[src/design/mm4_pkg.sv]
// Package with the shared types, constants and opcodes of the matrix product block.
`timescale 1ns / 1ps
`default_nettype none

package mm4_pkg;

  // Element and matrix geometry.
  localparam int ELEM_W      = 32;
  localparam int MATRIX_DIM  = 4;
  localparam int DIM_BITS    = $clog2(MATRIX_DIM);
  localparam int ELEM_COUNT  = MATRIX_DIM * MATRIX_DIM;
  localparam int IDX_W       = 2 * DIM_BITS;
  localparam int OP_W        = 2;

  // Product and accumulator widths: four full products need two guard bits.
  localparam int PROD_W      = 2 * ELEM_W;
  localparam int ACC_W       = PROD_W + DIM_BITS;

  // Default number of fraction bits of the fixed-point format.
  localparam int FRAC_BITS_DEF = 16;

  // Opcodes of an input word.
  localparam logic [OP_W-1:0] OP_LOAD_A  = 2'd0;
  localparam logic [OP_W-1:0] OP_LOAD_B  = 2'd1;
  localparam logic [OP_W-1:0] OP_COMPUTE = 2'd2;

  // Saturation limits of a result element.
  localparam logic [ELEM_W-1:0] SAT_MAX = {1'b0, {(ELEM_W-1){1'b1}}};
  localparam logic [ELEM_W-1:0] SAT_MIN = {1'b1, {(ELEM_W-1){1'b0}}};

  // Commands from the controller to the datapath.
  typedef struct packed {
    logic             wr_a;
    logic             wr_b;
    logic             issue;
    logic             first;
    logic             last;
    logic [IDX_W-1:0] idx;
    logic [IDX_W-1:0] a_addr;
    logic [IDX_W-1:0] b_addr;
  } mm4_cmd_t;

  // Status from the datapath to the controller.
  typedef struct packed {
    logic stall;
  } mm4_sts_t;

endpackage

`default_nettype wire

[src/design/mm4_if.sv]
// Handshake interfaces of the input and result channels.
`timescale 1ns / 1ps
`default_nettype none

// Input channel: opcode, element index and element value.
interface mm4_in_if;
  logic                              valid;
  logic                              ready;
  logic [mm4_pkg::OP_W-1:0]          opcode;
  logic [mm4_pkg::IDX_W-1:0]         elem_index;
  logic signed [mm4_pkg::ELEM_W-1:0] elem_value;

  modport source (output valid, output opcode, output elem_index, output elem_value,
                  input ready);
  modport sink   (input valid, input opcode, input elem_index, input elem_value,
                  output ready);
endinterface

// Result channel: one product element per word.
interface mm4_out_if;
  logic                              valid;
  logic                              ready;
  logic signed [mm4_pkg::ELEM_W-1:0] prod_value;
  logic [mm4_pkg::IDX_W-1:0]         prod_index;
  logic                              last_of_run;
  logic                              clipped;

  modport source (output valid, output prod_value, output prod_index,
                  output last_of_run, output clipped, input ready);
  modport sink   (input valid, input prod_value, input prod_index,
                  input last_of_run, input clipped, output ready);
endinterface

`default_nettype wire

[src/design/mm4_ram.sv]
// Generic single-write, single-read RAM with registered read data.
`timescale 1ns / 1ps
`default_nettype none

module mm4_ram #(
  parameter int WIDTH = 32,
  parameter int DEPTH = 16
) (
  input  wire logic                     clk,
  input  wire logic                     we,
  input  wire logic [$clog2(DEPTH)-1:0] wr_addr,
  input  wire logic [WIDTH-1:0]         wr_data,
  input  wire logic                     re,
  input  wire logic [$clog2(DEPTH)-1:0] rd_addr,
  output logic      [WIDTH-1:0]         rd_data
);

  logic [WIDTH-1:0] mem_r [DEPTH];

  // Write port.
  always_ff @(posedge clk) begin
    if (we) begin
      mem_r[wr_addr] <= wr_data;
    end
  end

  // Registered read port; the data holds while re is low.
  always_ff @(posedge clk) begin
    if (re) begin
      rd_data <= mem_r[rd_addr];
    end
  end

endmodule

`default_nettype wire

[src/design/mm4_ctrl.sv]
// Controller that takes input words and sequences the reads of a product run.
`timescale 1ns / 1ps
`default_nettype none

module mm4_ctrl (
  input  wire logic                       clk,
  input  wire logic                       rst_n,
  input  wire logic                       in_valid,
  input  wire logic [mm4_pkg::OP_W-1:0]   in_opcode,
  output logic                            in_ready,
  output mm4_pkg::mm4_cmd_t               cmd,
  input  wire mm4_pkg::mm4_sts_t          sts
);

  localparam logic [mm4_pkg::DIM_BITS-1:0] K_LAST =
    mm4_pkg::DIM_BITS'(mm4_pkg::MATRIX_DIM - 1);
  localparam logic [mm4_pkg::IDX_W-1:0] E_LAST =
    mm4_pkg::IDX_W'(mm4_pkg::ELEM_COUNT - 1);

  typedef enum logic [0:0] {
    ST_IDLE,
    ST_RUN
  } state_t;

  state_t                         state_r;
  logic                           in_ready_r;
  logic [mm4_pkg::IDX_W-1:0]      e_r;
  logic [mm4_pkg::DIM_BITS-1:0]   k_r;
  logic                           accept;
  logic                           step;
  logic [mm4_pkg::DIM_BITS-1:0]   row;
  logic [mm4_pkg::DIM_BITS-1:0]   col;

  assign accept   = in_valid && in_ready_r;
  assign step     = (state_r == ST_RUN) && !sts.stall;
  assign in_ready = in_ready_r;

  // Row and column of the product element being worked on.
  assign row = e_r[mm4_pkg::IDX_W-1:mm4_pkg::DIM_BITS];
  assign col = e_r[mm4_pkg::DIM_BITS-1:0];

  // Commands: loads write the stores, a run reads one pair a cycle unless stalled.
  always_comb begin
    cmd        = '0;
    cmd.wr_a   = accept && (in_opcode == mm4_pkg::OP_LOAD_A);
    cmd.wr_b   = accept && (in_opcode == mm4_pkg::OP_LOAD_B);
    cmd.issue  = step;
    cmd.first  = (k_r == '0);
    cmd.last   = (k_r == K_LAST);
    cmd.idx    = e_r;
    cmd.a_addr = {row, k_r};
    cmd.b_addr = {k_r, col};
  end

  // State, counters and the registered ready.
  always_ff @(posedge clk) begin
    if (!rst_n) begin
      state_r    <= ST_IDLE;
      in_ready_r <= 1'b1;
      e_r        <= '0;
      k_r        <= '0;
    end else begin
      unique case (state_r)
        ST_IDLE: begin
          if (accept && (in_opcode == mm4_pkg::OP_COMPUTE)) begin
            state_r    <= ST_RUN;
            in_ready_r <= 1'b0;
            e_r        <= '0;
            k_r        <= '0;
          end
        end
        ST_RUN: begin
          if (step) begin
            k_r <= k_r + 1'b1;
            if (k_r == K_LAST) begin
              e_r <= e_r + 1'b1;
              if (e_r == E_LAST) begin
                state_r    <= ST_IDLE;
                in_ready_r <= 1'b1;
              end
            end
          end
        end
        default: begin
          state_r    <= ST_IDLE;
          in_ready_r <= 1'b1;
        end
      endcase
    end
  end

endmodule

`default_nettype wire

[src/design/mm4_datapath.sv]
// Datapath: matrix stores, shared multiply-accumulate, scaling, saturation, result register.
`timescale 1ns / 1ps
`default_nettype none

module mm4_datapath #(
  parameter int FRAC_BITS = mm4_pkg::FRAC_BITS_DEF
) (
  input  wire logic                                clk,
  input  wire logic                                rst_n,
  input  wire mm4_pkg::mm4_cmd_t                   cmd,
  output mm4_pkg::mm4_sts_t                        sts,
  input  wire logic [mm4_pkg::IDX_W-1:0]           wr_index,
  input  wire logic [mm4_pkg::ELEM_W-1:0]          wr_value,
  output logic                                     out_valid,
  input  wire logic                                out_ready,
  output logic signed [mm4_pkg::ELEM_W-1:0]        out_value,
  output logic [mm4_pkg::IDX_W-1:0]                out_index,
  output logic                                     out_last,
  output logic                                     out_clip
);

  localparam int ELEM_W = mm4_pkg::ELEM_W;
  localparam int PROD_W = mm4_pkg::PROD_W;
  localparam int ACC_W  = mm4_pkg::ACC_W;
  localparam logic [mm4_pkg::IDX_W-1:0] E_LAST =
    mm4_pkg::IDX_W'(mm4_pkg::ELEM_COUNT - 1);

  logic [ELEM_W-1:0]              a_rd;
  logic [ELEM_W-1:0]              b_rd;
  logic signed [ELEM_W-1:0]       a_s;
  logic signed [ELEM_W-1:0]       b_s;
  logic                           stall;
  logic                           rd_en;

  // Stage one: read data of the stores.
  logic                           v1_r;
  logic                           first1_r;
  logic                           last1_r;
  logic [mm4_pkg::IDX_W-1:0]      idx1_r;

  // Stage two: registered product.
  logic                           v2_r;
  logic                           first2_r;
  logic                           last2_r;
  logic [mm4_pkg::IDX_W-1:0]      idx2_r;
  logic signed [PROD_W-1:0]       prod_r;
  logic signed [PROD_W-1:0]       prod_nxt;

  // Accumulator and final scaling.
  logic signed [ACC_W-1:0]        acc_r;
  logic signed [ACC_W-1:0]        acc_base;
  logic signed [ACC_W-1:0]        acc_sum;
  logic signed [ACC_W-1:0]        shifted;
  logic [ACC_W-ELEM_W:0]          upper;
  logic                           fits;
  logic                           load_out;

  // Result register.
  logic                           out_valid_r;
  logic [ELEM_W-1:0]              out_value_r;
  logic [ELEM_W-1:0]              out_value_nxt;
  logic [mm4_pkg::IDX_W-1:0]      out_index_r;
  logic                           out_last_r;
  logic                           out_clip_r;

  // The pipeline holds when the final sum is ready but the result word is still waiting.
  assign stall     = v2_r && last2_r && out_valid_r && !out_ready;
  assign sts.stall = stall;
  assign rd_en     = cmd.issue;

  // Matrix stores.
  mm4_ram #(
    .WIDTH (ELEM_W),
    .DEPTH (mm4_pkg::ELEM_COUNT)
  ) u_ram_a (
    .clk     (clk),
    .we      (cmd.wr_a),
    .wr_addr (wr_index),
    .wr_data (wr_value),
    .re      (rd_en),
    .rd_addr (cmd.a_addr),
    .rd_data (a_rd)
  );

  mm4_ram #(
    .WIDTH (ELEM_W),
    .DEPTH (mm4_pkg::ELEM_COUNT)
  ) u_ram_b (
    .clk     (clk),
    .we      (cmd.wr_b),
    .wr_addr (wr_index),
    .wr_data (wr_value),
    .re      (rd_en),
    .rd_addr (cmd.b_addr),
    .rd_data (b_rd)
  );

  // Signed 32 by 32 multiply of the pair that the stores read out.
  assign a_s      = $signed(a_rd);
  assign b_s      = $signed(b_rd);
  assign prod_nxt = a_s * b_s;

  // Accumulate, shift right arithmetically, then check the 32-bit range.
  assign acc_base = first2_r ? '0 : acc_r;
  assign acc_sum  = acc_base + ACC_W'(prod_r);
  assign shifted  = acc_sum >>> FRAC_BITS;
  assign upper    = shifted[ACC_W-1:ELEM_W-1];
  assign fits     = (&upper) || !(|upper);
  assign load_out = v2_r && last2_r && !stall;

  always_comb begin
    if (fits) begin
      out_value_nxt = shifted[ELEM_W-1:0];
    end else if (shifted[ACC_W-1]) begin
      out_value_nxt = mm4_pkg::SAT_MIN;
    end else begin
      out_value_nxt = mm4_pkg::SAT_MAX;
    end
  end

  // Pipeline valid bits and the result valid.
  always_ff @(posedge clk) begin
    if (!rst_n) begin
      v1_r        <= 1'b0;
      v2_r        <= 1'b0;
      out_valid_r <= 1'b0;
    end else begin
      if (!stall) begin
        v1_r <= rd_en;
        v2_r <= v1_r;
      end
      if (load_out) begin
        out_valid_r <= 1'b1;
      end else if (out_ready) begin
        out_valid_r <= 1'b0;
      end
    end
  end

  // Pipeline payload.
  always_ff @(posedge clk) begin
    if (!stall) begin
      if (rd_en) begin
        first1_r <= cmd.first;
        last1_r  <= cmd.last;
        idx1_r   <= cmd.idx;
      end
      first2_r <= first1_r;
      last2_r  <= last1_r;
      idx2_r   <= idx1_r;
      prod_r   <= prod_nxt;
      if (v2_r) begin
        acc_r <= acc_sum;
      end
    end
    if (load_out) begin
      out_value_r <= out_value_nxt;
      out_index_r <= idx2_r;
      out_last_r  <= (idx2_r == E_LAST);
      out_clip_r  <= !fits;
    end
  end

  assign out_valid = out_valid_r;
  assign out_value = $signed(out_value_r);
  assign out_index = out_index_r;
  assign out_last  = out_last_r;
  assign out_clip  = out_clip_r;

endmodule

`default_nettype wire

[src/design/matrix4_multiply_top.sv]
// Top level of the 4x4 signed fixed-point matrix product block.
//
//   channel | dir | words
//   --------+-----+-------------------------------------------------------
//   in_ch   | in  | opcode, elem_index, elem_value (load A, load B, compute)
//   out_ch  | out | prod_value, prod_index, last_of_run, clipped
//
// A load word gives no result.
// A compute word holds the input until its run has been read out: the shared
// multiply-accumulate sums four products per product element, and the words leave
// in index order, each after its last product is summed, scaled and saturated.
// Reset is synchronous and active low; the matrix stores are not cleared.
// A stalled result word holds the multiply-accumulate pipeline until it is taken.
`timescale 1ns / 1ps
`default_nettype none

module matrix4_multiply_top #(
  parameter int FRAC_BITS = mm4_pkg::FRAC_BITS_DEF
) (
  input  wire logic  clk,
  input  wire logic  rst_n,
  mm4_in_if.sink     in_ch,
  mm4_out_if.source  out_ch
);

  mm4_pkg::mm4_cmd_t cmd;
  mm4_pkg::mm4_sts_t sts;

  // Controller.
  mm4_ctrl u_ctrl (
    .clk       (clk),
    .rst_n     (rst_n),
    .in_valid  (in_ch.valid),
    .in_opcode (in_ch.opcode),
    .in_ready  (in_ch.ready),
    .cmd       (cmd),
    .sts       (sts)
  );

  // Datapath.
  mm4_datapath #(
    .FRAC_BITS (FRAC_BITS)
  ) u_datapath (
    .clk       (clk),
    .rst_n     (rst_n),
    .cmd       (cmd),
    .sts       (sts),
    .wr_index  (in_ch.elem_index),
    .wr_value  ($unsigned(in_ch.elem_value)),
    .out_valid (out_ch.valid),
    .out_ready (out_ch.ready),
    .out_value (out_ch.prod_value),
    .out_index (out_ch.prod_index),
    .out_last  (out_ch.last_of_run),
    .out_clip  (out_ch.clipped)
  );

endmodule

`default_nettype wire

[src/flat_wrapper.sv]
// flat-port wrapper written by rule: the top's interface ports become plain ports
module matrix4_multiply_top_flat 
#(
  parameter int FRAC_BITS = mm4_pkg::FRAC_BITS_DEF
)
  (clk, rst_n, in_ch_valid, in_ch_opcode, in_ch_elem_index, in_ch_elem_value, in_ch_ready, out_ch_valid, out_ch_prod_value, out_ch_prod_index, out_ch_last_of_run, out_ch_clipped, out_ch_ready);
  mm4_in_if in_ch_i ();
  mm4_out_if out_ch_i ();
  input  wire logic clk;
  input  wire logic rst_n;
  input wire logic [$bits(in_ch_i.valid)-1:0] in_ch_valid;
  input wire logic [$bits(in_ch_i.opcode)-1:0] in_ch_opcode;
  input wire logic [$bits(in_ch_i.elem_index)-1:0] in_ch_elem_index;
  input wire logic [$bits(in_ch_i.elem_value)-1:0] in_ch_elem_value;
  output wire logic [$bits(in_ch_i.ready)-1:0] in_ch_ready;
  output wire logic [$bits(out_ch_i.valid)-1:0] out_ch_valid;
  output wire logic [$bits(out_ch_i.prod_value)-1:0] out_ch_prod_value;
  output wire logic [$bits(out_ch_i.prod_index)-1:0] out_ch_prod_index;
  output wire logic [$bits(out_ch_i.last_of_run)-1:0] out_ch_last_of_run;
  output wire logic [$bits(out_ch_i.clipped)-1:0] out_ch_clipped;
  input wire logic [$bits(out_ch_i.ready)-1:0] out_ch_ready;
  assign in_ch_i.valid = in_ch_valid;
  assign in_ch_i.opcode = in_ch_opcode;
  assign in_ch_i.elem_index = in_ch_elem_index;
  assign in_ch_i.elem_value = in_ch_elem_value;
  assign in_ch_ready = in_ch_i.ready;
  assign out_ch_valid = out_ch_i.valid;
  assign out_ch_prod_value = out_ch_i.prod_value;
  assign out_ch_prod_index = out_ch_i.prod_index;
  assign out_ch_last_of_run = out_ch_i.last_of_run;
  assign out_ch_clipped = out_ch_i.clipped;
  assign out_ch_i.ready = out_ch_ready;
  matrix4_multiply_top #(.FRAC_BITS(FRAC_BITS)) u_core (.clk(clk), .rst_n(rst_n), .in_ch(in_ch_i), .out_ch(out_ch_i));
endmodule
[config.mk]
export PLATFORM = sky130hd
export DESIGN_NAME = matrix4_multiply_top_flat
export DESIGN_NICKNAME = d
export VERILOG_FILES = /design/src/design/mm4_pkg.sv /design/src/design/mm4_if.sv /design/src/design/mm4_ram.sv /design/src/design/mm4_ctrl.sv /design/src/design/mm4_datapath.sv /design/src/design/matrix4_multiply_top.sv /design/src/flat_wrapper.sv
export SDC_FILE = /design/constraint.sdc
export NUM_CORES = 2
export LEC_CHECK = 0
export BUFFER_PORTS_ARGS = -buffer_cell sky130_fd_sc_hd__buf_2
export CAP_MARGIN = 20
export CORE_UTILIZATION = 50
export CTS_CLUSTER_DIAMETER = 100
export DETAILED_ROUTE_END_ITERATION = 16
export HOLD_SLACK_MARGIN = 0.03
export PLACE_DENSITY = 0.62
export SETUP_SLACK_MARGIN = 0.2
export SLEW_MARGIN = 10
export SYNTH_ARGS = -nofsm -noshare
export SYNTH_HDL_FRONTEND = slang
export SYNTH_SLANG_ARGS = --single-unit
[constraint.sdc]
create_clock -name clk -period 18.1 [get_ports clk]
set_input_delay 0.905 -clock clk [delete_from_list [all_inputs] [get_ports clk]]
set_output_delay 0.905 -clock clk [all_outputs]
set_load 0.02 [all_outputs]
# Word level (Yosys, flattened, before mapping)
# Memory sizes are Yosys's and may differ from the RTL's. A register that Yosys moved wholly into a read port is not among the register bits.
# Cells that the tools add are included.
# W data, S select, Z words.
[op_classes]
add_sub_neg = 3
mul = 1
eq_ne = 9
mux = 26
n_bitwise = 2
n_reduce_logical = 24
[op_table]
columns = ["operator", "count"]
rows = [
  ["$add A66 B64 Y66", 1],
  ["$mux W66", 1],
  ["$mul A32 B32 Y64", 1],
  ["$mux W32", 2],
  ["$reduce_and A19 Y1", 1],
  ["$reduce_or A19 Y1", 1],
  ["$mux W1", 14],
  ["$mux W4", 3],
  ["$logic_and A1 B1 Y1", 9],
  ["$eq A4 B4 Y1 const B", 2],
  ["$pmux W4 S2", 1],
  ["$reduce_and A2 Y1", 3],
  ["$add A4 B1 Y4 const B", 1],
  ["$eq A2 B2 Y1 const B", 2],
  ["$logic_not A1 Y1", 4],
  ["$logic_not A2 Y1", 2],
  ["$mux W2", 2],
  ["$ne A2 B1 Y1 const B", 2],
  ["$ne A2 B2 Y1 const B", 2],
  ["$pmux W1 S2", 2],
  ["$pmux W2 S2", 1],
  ["$reduce_and A4 Y1", 1],
  ["$reduce_and A3 Y1", 1],
  ["$add A2 B1 Y2 const B", 1],
  ["4 further kinds", 5],
]
[word_totals]
register_bits = 191
mem_bits_rw = 1024
input_bits = 42
output_inout_bits = 40
word_cells = 86
mem_count = 2
[memory_table]
columns = ["memory", "depth", "word_bits", "read_ports", "rd_ports_with_merged_regs", "write_ports", "line_no", "rtl"]
rows = [
  ["u_core.u_datapath.u_ram_a.mem_r", 16, 32, 1, 1, 1, "mm4_ram.sv:18", "logic [WIDTH-1:0] mem_r [DEPTH];"],
  ["u_core.u_datapath.u_ram_b.mem_r", 16, 32, 1, 1, 1, "mm4_ram.sv:18", ""],
]

# Depth between registers and ports, before layout
[logic_depth]
depth_word = 7
ltp_mapped = 30
ltp_nobuf = 29

# Cells and area by module
# From an unflattened synthesis, not the netlist that was laid out.
[unflattened]
cells_unflattened = 6639
area_unflattened_um2 = 88178.3
[modules_own_cells]
columns = ["module", "n_inst", "cells_each", "area_per_inst_um2", "seq_area_each_um2"]
rows = [
  ["mm4_datapath", 1, 4902, 47346.7, 5465.2],
  ["mm4_ram (u_core.u_datapath.u_ram_b)", 1, 838, 20174.3, 16335.7],
  ["mm4_ram (u_core.u_datapath.u_ram_a)", 1, 838, 20155.6, 16335.7],
  ["mm4_ctrl", 1, 61, 501.7, 160.2],
]

# Worst setup path before layout
# Ideal clock, no wire load.
[synth_timing]
path_kind = "register to register"
start = "reg u_core.u_datapath.u_ram_a.rd_data[31] (read register of u_core.u_datapath.u_ram_a.mem_r)"
end = "reg u_core.u_datapath.prod_r[63] (data pin)"
setup_time_ns = 0.260
arrival_time_ns = 7.617
required_time_ns = 17.840
path_slack_ns = 10.223
stages_incl_launch_ff = 30
path_buffers = 1
period_less_slack_ns = 7.877
cell_sequence = "edfxtp_1 clkbuf_1 nand2_1 inv_1 fa_1 inv_1 fa_1 fa_1 inv_1 fa_1 inv_1 fa_1 inv_1 fa_1 inv_1 fa_1 fa_1 inv_1 ha_1 a21o_1 a21oi_1 o21bai_1 a21o_1 a21o_1 a21oi_1 inv_1 a2111oi_0 o211ai_1 nand2_1 xnor2_1"
[synth_via]
elab_chain_len = 1
[synth_lines]
columns = ["element", "line_no", "rtl"]
rows = [
  ["from (decl)", "mm4_ram.sv:15", "output logic [WIDTH-1:0] rd_data"],
  ["$mul A32 B32 Y64", "mm4_datapath.sv:101", "assign prod_nxt = a_s * b_s;"],
  ["named net u_core.u_datapath.prod_nxt[63]", "mm4_datapath.sv:47", "logic signed [PROD_W-1:0] prod_nxt;"],
  ["to (signal assigned)", "mm4_datapath.sv:151", "prod_r <= prod_nxt;"],
  ["to (decl)", "mm4_datapath.sv:46", "logic signed [PROD_W-1:0] prod_r;"],
]
# The timed path passes the listed nets, and every way through them passes these cells.
# A chain may end at the register's enable or synchronous reset.

# Worst setup path in the final report
[layout_timing]
start = "reg u_core.u_datapath.u_ram_a.rd_data[15] (read register of u_core.u_datapath.u_ram_a.mem_r)"
end = "reg u_core.u_datapath.prod_r[60] (data pin)"
# The elaborated chain is that of the path after synthesis.

==> qor.yml <==
synth:
  synth_top_family_by_area: "adder cells"
  synth-xor-area-share: 0.0123
  async_flop_share: 0
  synth-edff-count: 1268
  synth_top_flop_cell: "edfxtp_1"
  synth.net_count: 7910
  postSynthCellCount: 6533
  ys_ff_latch: 1279
  ys_warn_count: 0
  postSynthAreaPerCell_sq_um: 13.5
  synthSimpleGateAreaFrac: 0.0917
  synth_area_sq_mm: 0.0880
  synth-compound-area-share: 0.0371
  synth_adder_area_share: 0.282
  ys_types: 95
  synthMuxAreaShare: 0.0825
  ys_seq_area_frac: 0.435
sta:
  setup_violations: 0
  fin_crit_ns: 8.73
  tns_ns: 0
  tightest_slew_ns: 1.12
  rsz0062_at_grt: "no"
  whs_ns: 0.410
  fin_crit_sh: 0.483
  finalWorstSetupSlack_ns: 9.37
  relSlewSlack: 0.255
  hold_violations: 0
  max_freq_ghz: 0.114
  final.setup_skew_ns: 0.0740
  slew_violations: 0
cts:
  post-cts-setup-buffers: 0
  cts_tree: "yes"
  cts_hold_buf: 0
  clk_pin_slew_ns: 0.06
  ctsLongestPathBuffers: 3
  root_buffer: "clkbuf_16"
  post_cts_resized: 0
  cts.sinks: 1279
  htreeDepth: 4
  clock_latency_ns: 0.80
  cts_buffers: 136
routing:
  wl_per_cell_um: 24.3
  first_pass_iters: 6
  drc_errors: 0
  drt_iter0_markers: 4306
  detail-route-antenna-nets: 0
  wirelength_um: 218000
  dr_wl_met2_um: 104000
  vias_per_cell: 5.69
  met1Wirelength_um: 92000
  wl_met3_um: 16400
  num_vias: 51100
  dr.max_layer_used: "met5"
die:
  die_x_um: 422
  rows: 153
  core_sq_mm: 0.174
  die_h_um: 422
  io_pins: 82
  initial_utilization: 0.505
  dieArea_sq_mm: 0.178
placed_design:
  gp_congestion: 0.901
  io_buffers: 81
  hpwl_um: 145000
  place_inst: 8732
  post-place-ws_ns: 8.89
outcome:
  status: "completed"
global_route:
  grt_pass1_vias: 54400
  grt_start_max_net_pins: 104
  grt_pass1_wl_um: 335000
  antenna_found_initial: 10
  track_usage: 0.251
  overflow: 0
worst_setup_path:
  critPathBufInv: 3
  worst_setup_path_start_kind: "flop"
  worst_ep_required_time_ns: 18.64
  cpPeakStageDelay_ns: 0.57
  arrival_ns: 9.28
  critPathTopFamily: "adder cells"
  critPathMaxFanout: 32
  crit_type: "reg -> reg"
  crit_top_cell: "fa_1"
  end_kind: "flop"
  path_cells: "buf_4, and2_1, fa_1, fa_1, fa_1, inv_1, fa_1, inv_1, fa_1, fa_1, fa_1, fa_1, ha_1, a21o_1, a21o_1, a221o_1, a211o_1, o21ai_0, a31oi_1, a41oi_1, o32ai_1, a221o_1, xor2_1"
  crit_path_top_delay_cell: "fa_1"
finish:
  n_fill_cell: 14300
  syn_to_final_growth_pct: 8.46
  fin_cells: 8981
  final_nets: 7925
  drive_gt1_frac: 0.117
hold_path:
  hold_class: "reg -> reg"
flow_run:
  maxCapViolations: 0
-- layer usage --
| metal | global-route usage | vias to the layer above |
|---|---|---|
| li1 | - | 21900 |
| met1 | 0.348 | 26900 |
| met2 | 0.408 | 1860 |
| met3 | 0.0465 | 347 |
| met4 | 0.0690 | 2 |
| met5 | 0 | - |
-- synth_stat cells, types with 6 or more instances --
cell type	instances	area, sq um
a21boi_0	10	75.1
nor2b_1	75	469
fa_1	1083	21700
and2_1	518	3240
nand2_1	652	2450
o211ai_1	38	285
mux4_2	320	7210
a211o_1	8	70.1
o21ai_0	84	420
a21o_1	59	443
nand4_1	39	244
xor2_1	36	315
nor3_1	36	180
or3_1	8	50.1
clkbuf_1	277	1040
and3_1	14	87.6
ha_1	252	3150
inv_1	1037	3890
a31o_2	6	52.6
buf_1	23	86.3
nor4_1	9	56.3
o21a_1	21	158
nand3b_1	6	45.0
nand3_1	40	200
nand2b_1	27	169
buf_2	11	55.1
a21oi_1	155	776
a211oi_1	16	120
dfxtp_1	11	220
nor2_1	147	552
o21bai_1	22	165
a31oi_1	12	75.1
edfxtp_1	1268	38100
xnor2_1	86	753
and4_1	10	87.6
-- cell type report --
type	instances	area [sq um]	area share
Multi-Input combinational cell	3892	44800	0.469
Sequential cell	1279	38300	0.401
Inverter	1039	3900	0.0409
Clock buffer	180	3590	0.0376
Tap cell	2325	2910	0.0305
Timing Repair Buffer	200	1380	0.0144
Clock inverter	62	614	0.00643
Antenna cell	4	10.0	0.000105
-- through the flow --
stage | utilization | cell area, sq um
finish | 0.547 | 95500
global route | 0.547 | 95500
CTS | 0.547 | 95400
detailed placement | 0.523 | 91200
global placement | 0.523 | 91200
floorplan | - | 88000
-- final timing paths --
kind / startpoint / to / slack [ns] / cells past startpoint
max: u_core.u_datapath.u_ram_a.rd_data[15] / u_core.u_datapath.prod_r[60] / 9.37 / 23
min: u_core.u_datapath.idx1_r[0] / u_core.u_datapath.idx2_r[0] / 0.41 / 0
max reg2reg: u_core.u_datapath.u_ram_a.rd_data[15] / u_core.u_datapath.prod_r[60] / 9.37 / 23
min reg2reg: u_core.u_datapath.idx1_r[0] / u_core.u_datapath.idx2_r[0] / 0.41 / 0
-- cells in the final DEF, fill, tap and decap left out, types with 16 or more instances in the layout --
cell type,instances
a211oi_1,16
a21o_1,59
a21oi_1,155
and2_1,517
buf_2,81
buf_4,113
clkbuf_1,42
clkbuf_16,136
clkinv_1,28
edfxtp_1,1268
fa_1,1083
ha_1,252
inv_1,1035
mux4_2,320
nand2_1,652
nand2b_1,27
nand3_1,40
nand4_1,39
nor2_1,121
nor2_4,25
nor2b_1,75
nor3_1,28
o211ai_1,38
o21a_1,21
o21ai_0,84
o21bai_1,22
xnor2_1,86
xor2_1,36
-- flip-flops by register name (all words and copies together) (netlist names), 2 cells and up --
signal	cells
u_core.u_ctrl.e_r	4
u_core.u_ctrl.k_r	2
u_core.u_datapath.acc_r	66
u_core.u_datapath.idx1_r	4
u_core.u_datapath.idx2_r	4
u_core.u_datapath.out_index	4
u_core.u_datapath.out_value	32
u_core.u_datapath.prod_r	64
u_core.u_datapath.u_ram_a.mem_r	512
u_core.u_datapath.u_ram_a.rd_data	32
u_core.u_datapath.u_ram_b.mem_r	512
u_core.u_datapath.u_ram_b.rd_data	32
-- cell families after synthesis --
kind of cell	Yosys count
mux	325
flops	1279
simple gates	1610
compound gates	499
xor+xnor	123
fa+ha+maj	1335
buf+inv	1362
Power is not shown: default switching activity piles up to over one toggle a cycle in this logic, so the estimate is an artifact.
